===== config.mk =====
export PLATFORM = sky130hd
export DESIGN_NAME = quoted_argument_tokenizer_unit_flat
export DESIGN_NICKNAME = d
export VERILOG_FILES = /design/src/rtl/core/qat_pkg.sv /design/src/rtl/core/qat_in_if.sv /design/src/rtl/core/qat_out_if.sv /design/src/rtl/core/qat_step.sv /design/src/rtl/core/quoted_argument_tokenizer_unit.sv /design/src/flat_wrapper.sv
export SDC_FILE = /design/constraint.sdc
export NUM_CORES = 1
export LEC_CHECK = 0
export ABC_AREA = 1
export BUFFER_PORTS_ARGS = -buffer_cell sky130_fd_sc_hd__clkbuf_2
export CAP_MARGIN = 20
export CORE_UTILIZATION = 50
export CTS_BUF_LIST = sky130_fd_sc_hd__clkbuf_8 sky130_fd_sc_hd__clkbuf_16
export DETAILED_ROUTE_END_ITERATION = 16
export PLACE_DENSITY = 0.76
export SLEW_MARGIN = 20
export SYNTH_ARGS = -nofsm -noshare
export SYNTH_HDL_FRONTEND = slang
export SYNTH_SLANG_ARGS = --single-unit

===== constraint.sdc =====
create_clock -name clk -period 1.55 [get_ports clk]
set_input_delay 0.31 -clock clk [delete_from_list [all_inputs] [get_ports clk]]
set_output_delay 0.31 -clock clk [all_outputs]
set_load 0.03 [all_outputs]

===== src/rtl/core/qat_pkg.sv =====
package qat_pkg;

  // Result kinds carried on the output channel.
  typedef enum logic [1:0] {
    KIND_CHAR      = 2'd0,
    KIND_TOKEN_END = 2'd1,
    KIND_LINE_END  = 2'd2
  } qat_kind_t;

  // Grouping mode of the current token.
  typedef enum logic [1:0] {
    QM_NONE   = 2'd0,
    QM_DOUBLE = 2'd1,
    QM_SINGLE = 2'd2,
    QM_BRACE  = 2'd3
  } qat_qmode_t;

  // Configuration register indexes.
  localparam logic [1:0] REG_COMMA_IS_DELIMITER = 2'd0;
  localparam logic [1:0] REG_IGNORE_QUOTES      = 2'd1;
  localparam logic [1:0] REG_BRACES_GROUP       = 2'd2;
  localparam logic [1:0] REG_STRIP_BRACKETS     = 2'd3;

  localparam int unsigned CFG_IDX_W  = 2;
  localparam int unsigned CFG_DATA_W = 1;

  // Character codes with a special meaning.
  localparam logic [7:0] CH_TAB    = 8'd9;
  localparam logic [7:0] CH_LF     = 8'd10;
  localparam logic [7:0] CH_CR     = 8'd13;
  localparam logic [7:0] CH_SPACE  = 8'd32;
  localparam logic [7:0] CH_DQUOTE = 8'd34;
  localparam logic [7:0] CH_HASH   = 8'd35;
  localparam logic [7:0] CH_SQUOTE = 8'd39;
  localparam logic [7:0] CH_LPAREN = 8'd40;
  localparam logic [7:0] CH_RPAREN = 8'd41;
  localparam logic [7:0] CH_COMMA  = 8'd44;
  localparam logic [7:0] CH_LBRACE = 8'd123;
  localparam logic [7:0] CH_RBRACE = 8'd125;

  typedef struct packed {
    logic comma_is_delimiter;
    logic ignore_quotes;
    logic braces_group;
    logic strip_brackets;
  } qat_cfg_t;

  typedef struct packed {
    qat_qmode_t quote_mode;
    logic       token_nonempty;
    logic       had_quotes;
    logic       skip_rest;
  } qat_state_t;

  // All results caused by one character, in output order: char, token end, line end.
  typedef struct packed {
    logic       char_v;
    logic [7:0] char_val;
    logic       tend_v;
    logic       lend_v;
  } qat_bundle_t;

endpackage


===== src/rtl/core/qat_in_if.sv =====
interface qat_in_if;
  logic       valid;
  logic       ready;
  logic [7:0] ch;
  logic       line_last;

  modport source (output valid, output ch, output line_last, input ready);
  modport sink (input valid, input ch, input line_last, output ready);
endinterface


===== src/rtl/core/qat_out_if.sv =====
interface qat_out_if;
  logic       valid;
  logic       ready;
  logic [1:0] kind;
  logic [7:0] out_char;
  logic       last;

  modport source (output valid, output kind, output out_char, output last, input ready);
  modport sink (input valid, input kind, input out_char, input last, output ready);
endinterface


===== src/rtl/core/qat_step.sv =====
module qat_step (
  input  qat_pkg::qat_cfg_t    cfg,
  input  qat_pkg::qat_state_t  state,
  input  logic [7:0]           ch,
  input  logic                 line_last,
  output qat_pkg::qat_state_t  state_nxt,
  output qat_pkg::qat_bundle_t bundle
);

  logic               keep;
  logic               done;
  logic               eol;
  logic               delim;
  qat_pkg::qat_qmode_t qcode;
  qat_pkg::qat_qmode_t qm_nxt;
  logic               tn_nxt;
  logic               hq_nxt;
  logic               skip_nxt;
  logic               tend;

  assign qcode = (ch == qat_pkg::CH_DQUOTE) ? qat_pkg::QM_DOUBLE : qat_pkg::QM_SINGLE;

  // Classify the character and update the grouping mode.
  always_comb begin
    keep   = 1'b0;
    done   = 1'b0;
    eol    = 1'b0;
    delim  = 1'b0;
    qm_nxt = state.quote_mode;
    hq_nxt = state.had_quotes;
    unique case (ch)
      qat_pkg::CH_LF, qat_pkg::CH_CR, qat_pkg::CH_HASH: begin
        done = 1'b1;
        eol  = 1'b1;
      end
      qat_pkg::CH_COMMA: begin
        if (cfg.comma_is_delimiter) delim = 1'b1;
        else keep = 1'b1;
      end
      qat_pkg::CH_TAB, qat_pkg::CH_SPACE: begin
        delim = 1'b1;
      end
      qat_pkg::CH_DQUOTE, qat_pkg::CH_SQUOTE: begin
        if (!cfg.ignore_quotes) begin
          if (state.quote_mode == qat_pkg::QM_NONE) begin
            qm_nxt = qcode;
          end else if (state.quote_mode == qcode) begin
            qm_nxt = qat_pkg::QM_NONE;
            hq_nxt = 1'b1;
            done   = 1'b1;
          end else begin
            keep = 1'b1;
          end
        end
      end
      qat_pkg::CH_LBRACE, qat_pkg::CH_RBRACE: begin
        if (!cfg.braces_group) begin
          keep = 1'b1;
        end else if (state.quote_mode == qat_pkg::QM_BRACE && ch == qat_pkg::CH_RBRACE) begin
          qm_nxt = qat_pkg::QM_NONE;
        end else begin
          keep = (state.quote_mode != qat_pkg::QM_NONE);
          if (ch == qat_pkg::CH_LBRACE) qm_nxt = qat_pkg::QM_BRACE;
        end
      end
      qat_pkg::CH_LPAREN, qat_pkg::CH_RPAREN: begin
        keep = !cfg.strip_brackets;
      end
      default: begin
        keep = 1'b1;
      end
    endcase
    // A delimiter inside a grouping is text; outside it closes a non-empty token.
    if (delim) begin
      if (state.quote_mode != qat_pkg::QM_NONE) keep = 1'b1;
      else if (state.token_nonempty) done = 1'b1;
    end
  end

  // Token and line bookkeeping.
  always_comb begin
    tn_nxt   = state.token_nonempty | keep;
    tend     = 1'b0;
    skip_nxt = state.skip_rest;
    state_nxt.quote_mode = qm_nxt;
    if (done || line_last) begin
      tend   = tn_nxt | hq_nxt;
      state_nxt.quote_mode = qat_pkg::QM_NONE;
      tn_nxt = 1'b0;
    end
    if (eol) skip_nxt = 1'b1;
    state_nxt.token_nonempty = tn_nxt;
    state_nxt.had_quotes     = (done || line_last) ? 1'b0 : hq_nxt;
    state_nxt.skip_rest      = skip_nxt;

    bundle.char_v   = keep;
    bundle.char_val = ch;
    bundle.tend_v   = tend;
    bundle.lend_v   = line_last;

    // The rest of a line after a hash, CR or LF gives only the line end.
    if (state.skip_rest) begin
      state_nxt      = state;
      bundle.char_v  = 1'b0;
      bundle.tend_v  = 1'b0;
    end
    if (line_last) begin
      state_nxt.quote_mode     = qat_pkg::QM_NONE;
      state_nxt.token_nonempty = 1'b0;
      state_nxt.had_quotes     = 1'b0;
      state_nxt.skip_rest      = 1'b0;
    end
  end

endmodule


===== src/rtl/core/quoted_argument_tokenizer_unit.sv =====
// Channel   Dir  Payload                          Beat when
// in_beat   in   ch[7:0], line_last               valid && ready
// out_beat  out  kind[1:0], out_char[7:0], last   valid && ready
// cfg_*     in   cfg_idx[1:0], cfg_wdata[0]       cfg_we
//
// One character enters per cycle while in_beat.ready is high; it is decoded in the cycle
// after it is taken. A character gives zero to three result beats, sent one per cycle
// from the result register while out_beat.ready is high. Its results hold the result
// register until the last is sent, and the next character waits in the input register.
// A character passes the input register, then the result register, before its first beat.
// Reset (rst_n low, synchronous) clears all flags and configuration registers.
// A stalled output fills the result register, then the input register, then lowers in ready.
module quoted_argument_tokenizer_unit (
  input  logic                                clk,
  input  logic                                rst_n,
  qat_in_if.sink                              in_beat,
  qat_out_if.source                           out_beat,
  input  logic                                cfg_we,
  input  logic [qat_pkg::CFG_IDX_W-1:0]       cfg_idx,
  input  logic [qat_pkg::CFG_DATA_W-1:0]      cfg_wdata
);

  qat_pkg::qat_cfg_t    cfg_r;
  qat_pkg::qat_state_t  state_r;
  qat_pkg::qat_state_t  state_nxt;
  qat_pkg::qat_bundle_t bundle_r;
  qat_pkg::qat_bundle_t bundle_nxt;
  qat_pkg::qat_bundle_t bundle_new;
  qat_pkg::qat_bundle_t bundle_pop;

  logic       s1_valid_r;
  logic [7:0] s1_ch_r;
  logic       s1_last_r;
  logic       in_fire;
  logic       out_fire;
  logic       bundle_empty;
  logic       pop_empty;
  logic       move;

  // Configuration writes.
  always_ff @(posedge clk) begin
    if (!rst_n) begin
      cfg_r <= '0;
    end else if (cfg_we) begin
      unique case (cfg_idx)
        qat_pkg::REG_COMMA_IS_DELIMITER: cfg_r.comma_is_delimiter <= cfg_wdata[0];
        qat_pkg::REG_IGNORE_QUOTES:      cfg_r.ignore_quotes      <= cfg_wdata[0];
        qat_pkg::REG_BRACES_GROUP:       cfg_r.braces_group       <= cfg_wdata[0];
        qat_pkg::REG_STRIP_BRACKETS:     cfg_r.strip_brackets     <= cfg_wdata[0];
        default: ;
      endcase
    end
  end

  // Result register drain: remove the leading result on each output beat.
  always_comb begin
    bundle_pop = bundle_r;
    if (bundle_r.char_v) bundle_pop.char_v = 1'b0;
    else if (bundle_r.tend_v) bundle_pop.tend_v = 1'b0;
    else bundle_pop.lend_v = 1'b0;
  end

  assign bundle_empty = !(bundle_r.char_v | bundle_r.tend_v | bundle_r.lend_v);
  assign pop_empty    = !(bundle_pop.char_v | bundle_pop.tend_v | bundle_pop.lend_v);
  assign out_fire     = out_beat.valid & out_beat.ready;
  assign move         = s1_valid_r & (bundle_empty | (out_fire & pop_empty));
  assign in_fire      = in_beat.valid & in_beat.ready;
  assign in_beat.ready = !s1_valid_r | move;

  qat_step u_step (
    .cfg       (cfg_r),
    .state     (state_r),
    .ch        (s1_ch_r),
    .line_last (s1_last_r),
    .state_nxt (state_nxt),
    .bundle    (bundle_new)
  );

  always_comb begin
    bundle_nxt = bundle_r;
    if (move) bundle_nxt = bundle_new;
    else if (out_fire) bundle_nxt = bundle_pop;
  end

  // Input register.
  always_ff @(posedge clk) begin
    if (!rst_n) begin
      s1_valid_r <= 1'b0;
    end else if (in_fire) begin
      s1_valid_r <= 1'b1;
    end else if (move) begin
      s1_valid_r <= 1'b0;
    end
  end

  always_ff @(posedge clk) begin
    if (in_fire) begin
      s1_ch_r   <= in_beat.ch;
      s1_last_r <= in_beat.line_last;
    end
  end

  // Tokenizer state and result register.
  always_ff @(posedge clk) begin
    if (!rst_n) begin
      state_r  <= '0;
      bundle_r <= '0;
    end else begin
      if (move) state_r <= state_nxt;
      bundle_r <= bundle_nxt;
    end
  end

  // Output beat selection.
  always_comb begin
    out_beat.valid    = !bundle_empty;
    out_beat.last     = pop_empty;
    out_beat.kind     = qat_pkg::KIND_LINE_END;
    out_beat.out_char = 8'd0;
    priority if (bundle_r.char_v) begin
      out_beat.kind     = qat_pkg::KIND_CHAR;
      out_beat.out_char = bundle_r.char_val;
    end else if (bundle_r.tend_v) begin
      out_beat.kind = qat_pkg::KIND_TOKEN_END;
    end else begin
      out_beat.kind = qat_pkg::KIND_LINE_END;
    end
  end

endmodule


===== src/flat_wrapper.sv =====
// flat-port wrapper written by rule: the top's interface ports become plain ports
module quoted_argument_tokenizer_unit_flat 
  (clk, rst_n, cfg_we, cfg_idx, cfg_wdata, in_beat_valid, in_beat_ch, in_beat_line_last, in_beat_ready, out_beat_valid, out_beat_kind, out_beat_out_char, out_beat_last, out_beat_ready);
  qat_in_if in_beat_i ();
  qat_out_if out_beat_i ();
  input  logic clk;
  input  logic rst_n;
  input  logic cfg_we;
  input  logic [qat_pkg::CFG_IDX_W-1:0] cfg_idx;
  input  logic [qat_pkg::CFG_DATA_W-1:0] cfg_wdata;
  input wire logic [$bits(in_beat_i.valid)-1:0] in_beat_valid;
  input wire logic [$bits(in_beat_i.ch)-1:0] in_beat_ch;
  input wire logic [$bits(in_beat_i.line_last)-1:0] in_beat_line_last;
  output wire logic [$bits(in_beat_i.ready)-1:0] in_beat_ready;
  output wire logic [$bits(out_beat_i.valid)-1:0] out_beat_valid;
  output wire logic [$bits(out_beat_i.kind)-1:0] out_beat_kind;
  output wire logic [$bits(out_beat_i.out_char)-1:0] out_beat_out_char;
  output wire logic [$bits(out_beat_i.last)-1:0] out_beat_last;
  input wire logic [$bits(out_beat_i.ready)-1:0] out_beat_ready;
  assign in_beat_i.valid = in_beat_valid;
  assign in_beat_i.ch = in_beat_ch;
  assign in_beat_i.line_last = in_beat_line_last;
  assign in_beat_ready = in_beat_i.ready;
  assign out_beat_valid = out_beat_i.valid;
  assign out_beat_kind = out_beat_i.kind;
  assign out_beat_out_char = out_beat_i.out_char;
  assign out_beat_last = out_beat_i.last;
  assign out_beat_i.ready = out_beat_ready;
  quoted_argument_tokenizer_unit u_core (.clk(clk), .rst_n(rst_n), .in_beat(in_beat_i), .out_beat(out_beat_i), .cfg_we(cfg_we), .cfg_idx(cfg_idx), .cfg_wdata(cfg_wdata));
endmodule

==> run summary <==
Setup repair after global routing could not meet its margin everywhere. The tools report the routing usage on met1 as 0.279. The total overflow left after global routing is 0. The number of clock buffers added by TritonCTS is 5.

The post-synthesis mux area share is 0, and the logic depth of the worst path, buffers included is 13. The tools report the count of placed standard cells including taps as 331. At the end of the flow, the number of nets in the layout was 324. The run finished, with violations left. The most area-hungry cell type in the Yosys netlist is sky130_fd_sc_hd__dfxtp_1. The final number of hold-violating endpoints came out at 0. The kind of cell with the highest combined delay along the critical path is simple AND/OR/NAND/NOR gates.

Wires add up to 3690 um. In this run the most used layer during global routing was met2. The tools report the met2 layer usage reported by global route as 0.384. Across the whole layout, storage elements account for 693 um2. The worst path setup slack after routing came out at -0.181 ns.

For the post-route cell area, the log shows 0.00233 mm2. The met3 layer usage reported by global route was 0.0671. Summing all multi-input logic gate instances after layout gives 931 um2.

Synthesis inferred 30 register bits. The synthesized-area fraction occupied by and/or/nand/nor cells is 0.351, and the number of cells on the worst hold path is 1. The tools report the headroom to the max-slew limit as 0.780. In this run the worst path has a maximum fanout of 4. For the final instance count without filler cells, the log shows 352. The async set or reset register ratio after synthesis was 0. The complex-gate fraction of the synthesized area was 0.135; the average wire length per cell after detail routing was 10.5 um. The tools report the part of the Yosys area used for sequential elements as 0.412. For the peak supply drop, the log shows 0.912 mV.

For the global-route total usage across every layer, the log shows 0.231. The critical path ends at u_core.state_r[3]. Once detailed placement completed, the half-perimeter wirelength came to 2650 um. The most critical setup path has its startpoint at u_core.s1_ch_r[1]. The share of layout cells above drive strength 1 works out to 0.370.

The synthesized instance count was 245. The H-tree was split into 2 levels. Setup violations remaining at the end of the flow were counted as 7. The effective utilization at floorplan is 0.536, and the switching share of power is 0.373. The tools report the remaining antenna violation count as 0. For this design, the slowest cell found on the critical path is sky130_fd_sc_hd__edfxtp_1.

The max-slew violation count is 0, and the worst reg2reg path depth is 13. In this run the standard cell core region covers 0.00313 mm2. The tools report the number of global-route vias before repair as 1,515. The internal power is 1860 uW. The number of antenna violations at the first check in global routing is 0. Entering global routing, the biggest net connects 18 pins.

Before antenna repair, the detailed router went through 6 iterations. The number of enable flip-flop cells after synthesis came out at 9. The worst clock skew was 0.00404 ns.

Worst hold path class: in -> reg. The fraction of post-synthesis cell area in the top cell type by area is 0.251, and the insertion delay to the later sink of the worst-skew pair is 0.27 ns. Count of filler cells inserted in the layout: 251. The die covers 0.00359 mm2. Pin placement for this block handled 30 I/O pins. The detailed router finished its first iteration with 60 violations. In the routed design, unresolved DRC markers number 0. Timing would allow up to 578 MHz.

Counting distinct cell types in the post-synthesis netlist gives 25. The signal on the critical path passes through inv_2 -> nor2_1 -> nand2_1 -> nand2_1 -> a21oi_2 -> inv_2 -> nor2_2 -> nand2_2 -> nor2_4 -> nand2_1 -> nor2_1 -> nor2_2 -> nor2_2. The clock-pin slew reported for the worst setup and hold paths after clock tree synthesis is 0.06 ns, and the xor/xnor share of the synthesized area is 0. The horizontal die dimension works out to 59.9 um. The post-synthesis average cell area was 6.84 um2. The checks that failed: setup timing. The tools report the root buffer cell as sky130_fd_sc_hd__clkbuf_8. For this run, the leading register cell type out of synthesis is sky130_fd_sc_hd__dfxtp_1.

The number of nets handed over by synthesis was 262. The total of max-cap violations is 0. The worst setup path category is reg -> reg.

The area share of fa/ha/maj cells after synthesis is 0. In the post-synthesis netlist, the biggest area contributors are sky130_fd_sc_hd__dfxtp_1 25%, sky130_fd_sc_hd__edfxtp_1 16%, sky130_fd_sc_hd__nand2_1 14%. The post-synthesis instance area was 0.00168 mm2; the slew of the pin with the lowest slew margin was 0.330 ns.

Data on the critical path is required at its endpoint by 1.77 ns. In this run the critical register-to-register path is captured at u_core.state_r[3]. Combinational cell fraction of total power: 0.401. The total power per unit cell area works out to 1270 mW/mm2. The vertical die dimension was 59.9 um; the final core utilization was 0.745.

For this run, the slowest stage of the critical path takes 0.44 ns. The startpoint identified for the worst register-to-register timing path is u_core.s1_ch_r[1]. The largest family of logic cells by synthesized area was simple AND/OR/NAND/NOR gates.

Worst setup slack for register-to-register paths: -0.18 ns. The detailed-route vias per instance works out to 4.88. Yosys printed 0 warnings.

Routability-driven placement finished with a final weighted congestion of 0.827. The total number of clock tree sinks was 30; the portion of total power attributed to the clock network was 0.251. In this run the static leakage power is 0.00122 uW.

The tools report the data arrival time of the critical path as 1.95 ns. The via count came out at 1,716. TritonCTS built the clock tree. The clock passes through at most 2 buffers.

For the power spent charging and discharging nets, the log shows 1110 uW. The count of inserted antenna diode cells is 0, and the combined buffer and inverter count along the critical path is 2. The sequential share of power was 0.348; the total negative slack was -0.649 ns.

STA classifies the critical path startpoint as a register. In this run the tool buffered the top-level ports with 29 buffer cells. From synthesis to final layout, the design area changed by 39.0%. The time the final worst path needs with I/O delays and setup came out at 1.73 ns. Summing all placed instances gives a cell area of 0.00203 mm2. The hold-fix buffer count after cts came out at 0. The worst setup path is captured at a register. The first global-routing pass estimated 6150 um of wire. The tools report the count of standard-cell rows as 20. The ratio of final minimum period to clock period came out at 1.12.
-- cell families after synthesis --
group | Yosys count
buf+inv | 45
flops | 30
compound gates | 41
simple gates | 129
-- stage by stage --
step | power (uW) | setup slack, ns | hold slack, ns
global placement | 2060 | -0.136 | 0.439
CTS | 2900 | -0.105 | 0.204
floorplan | 1780 | -0.134 | 0.409
global route | 3170 | -0.311 | 0.197
finish | 2970 | -0.181 | 0.208
detailed placement | 2080 | -0.144 | 0.465
-- sequential cells by signal (all words and copies together), names as in the netlist --
register and cells:
u_core.cfg_r 4, u_core.s1_valid_r 1, u_core.s1_last_r 1, u_core.state_r 5
u_core.bundle_r 3, u_core.s1_ch_r 8, u_core.bundle_pop 8
-- synthesized netlist by cell type, types with 4 or more instances --
cell type	number
sky130_fd_sc_hd__nor3_1	5
sky130_fd_sc_hd__nand2_1	62
sky130_fd_sc_hd__edfxtp_1	9
sky130_fd_sc_hd__nand3_1	12
sky130_fd_sc_hd__nor2_2	4
sky130_fd_sc_hd__inv_2	11
sky130_fd_sc_hd__dfxtp_1	21
sky130_fd_sc_hd__a21oi_1	18
sky130_fd_sc_hd__nor2_1	30
sky130_fd_sc_hd__inv_1	31
sky130_fd_sc_hd__o21ai_0	12
sky130_fd_sc_hd__nand2_2	7
-- per-layer routing --
metal	wire (um)	part of all wire
met5	0	0
met2	1740	0.47
met1	1740	0.47
met4	76	0.021
met3	120	0.033
-- how the worst min path moves through the flow --
| stage | start | endpoint | slack, ns |
|---|---|---|---|
| 2_1_floorplan | in_beat_ch[0] | u_core.s1_ch_r[0] | 0.41 |
| 3_3_place_gp | u_core.cfg_r[0] | u_core.cfg_r[0] | 0.44 |
| 3_5_place_dp | u_core.cfg_r[0] | u_core.cfg_r[0] | 0.46 |
| 4_1_cts | in_beat_ch[1] | u_core.s1_ch_r[1] | 0.20 |
| 5_1_grt | in_beat_ch[1] | u_core.s1_ch_r[1] | 0.20 |
| 6_report | in_beat_ch[7] | u_core.s1_ch_r[7] | 0.21 |
-- cell type report --
class	instances	area share
Multi-Input combinational cell	170	0.399
Clock buffer	5	0.0295
Inverter	42	0.0682
Tap cell	44	0.0236
Sequential cell	30	0.297
Timing Repair Buffer	58	0.166
Clock inverter	3	0.0161
-- what timing repair did --
| action | 4_1_cts | 5_1_grt |
|---|---|---|
| gates cloned | 0 | 0 |
| setup endpoints to repair | 8 | 16 |
| pin swaps | 6 | 11 |
| hold endpoints to repair | 0 | 0 |
| buffers inserted | 8 | 5 |
| resized for setup | 13 | 16 |
-- power by group through the flow --
stage               Sequential (uW)  Combinational, uW  Clock, uW
detailed placement             1050               1030          0
floorplan                      1050                738          0
finish                         1030               1190        745
global placement               1040               1020          0
CTS                            1030               1120        759
global route                   1050               1320        798
-- layout by cell type, fill, tap and decap left out, types with 7 or more instances in the layout --
| master | count |
|---|---|
| sky130_fd_sc_hd__a21oi_1 | 17 |
| sky130_fd_sc_hd__nor2_4 | 7 |
| sky130_fd_sc_hd__dfxtp_1 | 19 |
| sky130_fd_sc_hd__o21ai_0 | 12 |
| sky130_fd_sc_hd__nand3_1 | 12 |
| sky130_fd_sc_hd__nand2_2 | 14 |
| sky130_fd_sc_hd__nand2_1 | 50 |
| sky130_fd_sc_hd__nor2_1 | 26 |
| sky130_fd_sc_hd__clkbuf_2 | 27 |
| sky130_fd_sc_hd__inv_1 | 33 |
| sky130_fd_sc_hd__buf_4 | 28 |
| sky130_fd_sc_hd__inv_2 | 10 |
| sky130_fd_sc_hd__edfxtp_1 | 9 |
Note: power is estimated with default switching activity, not from simulation.
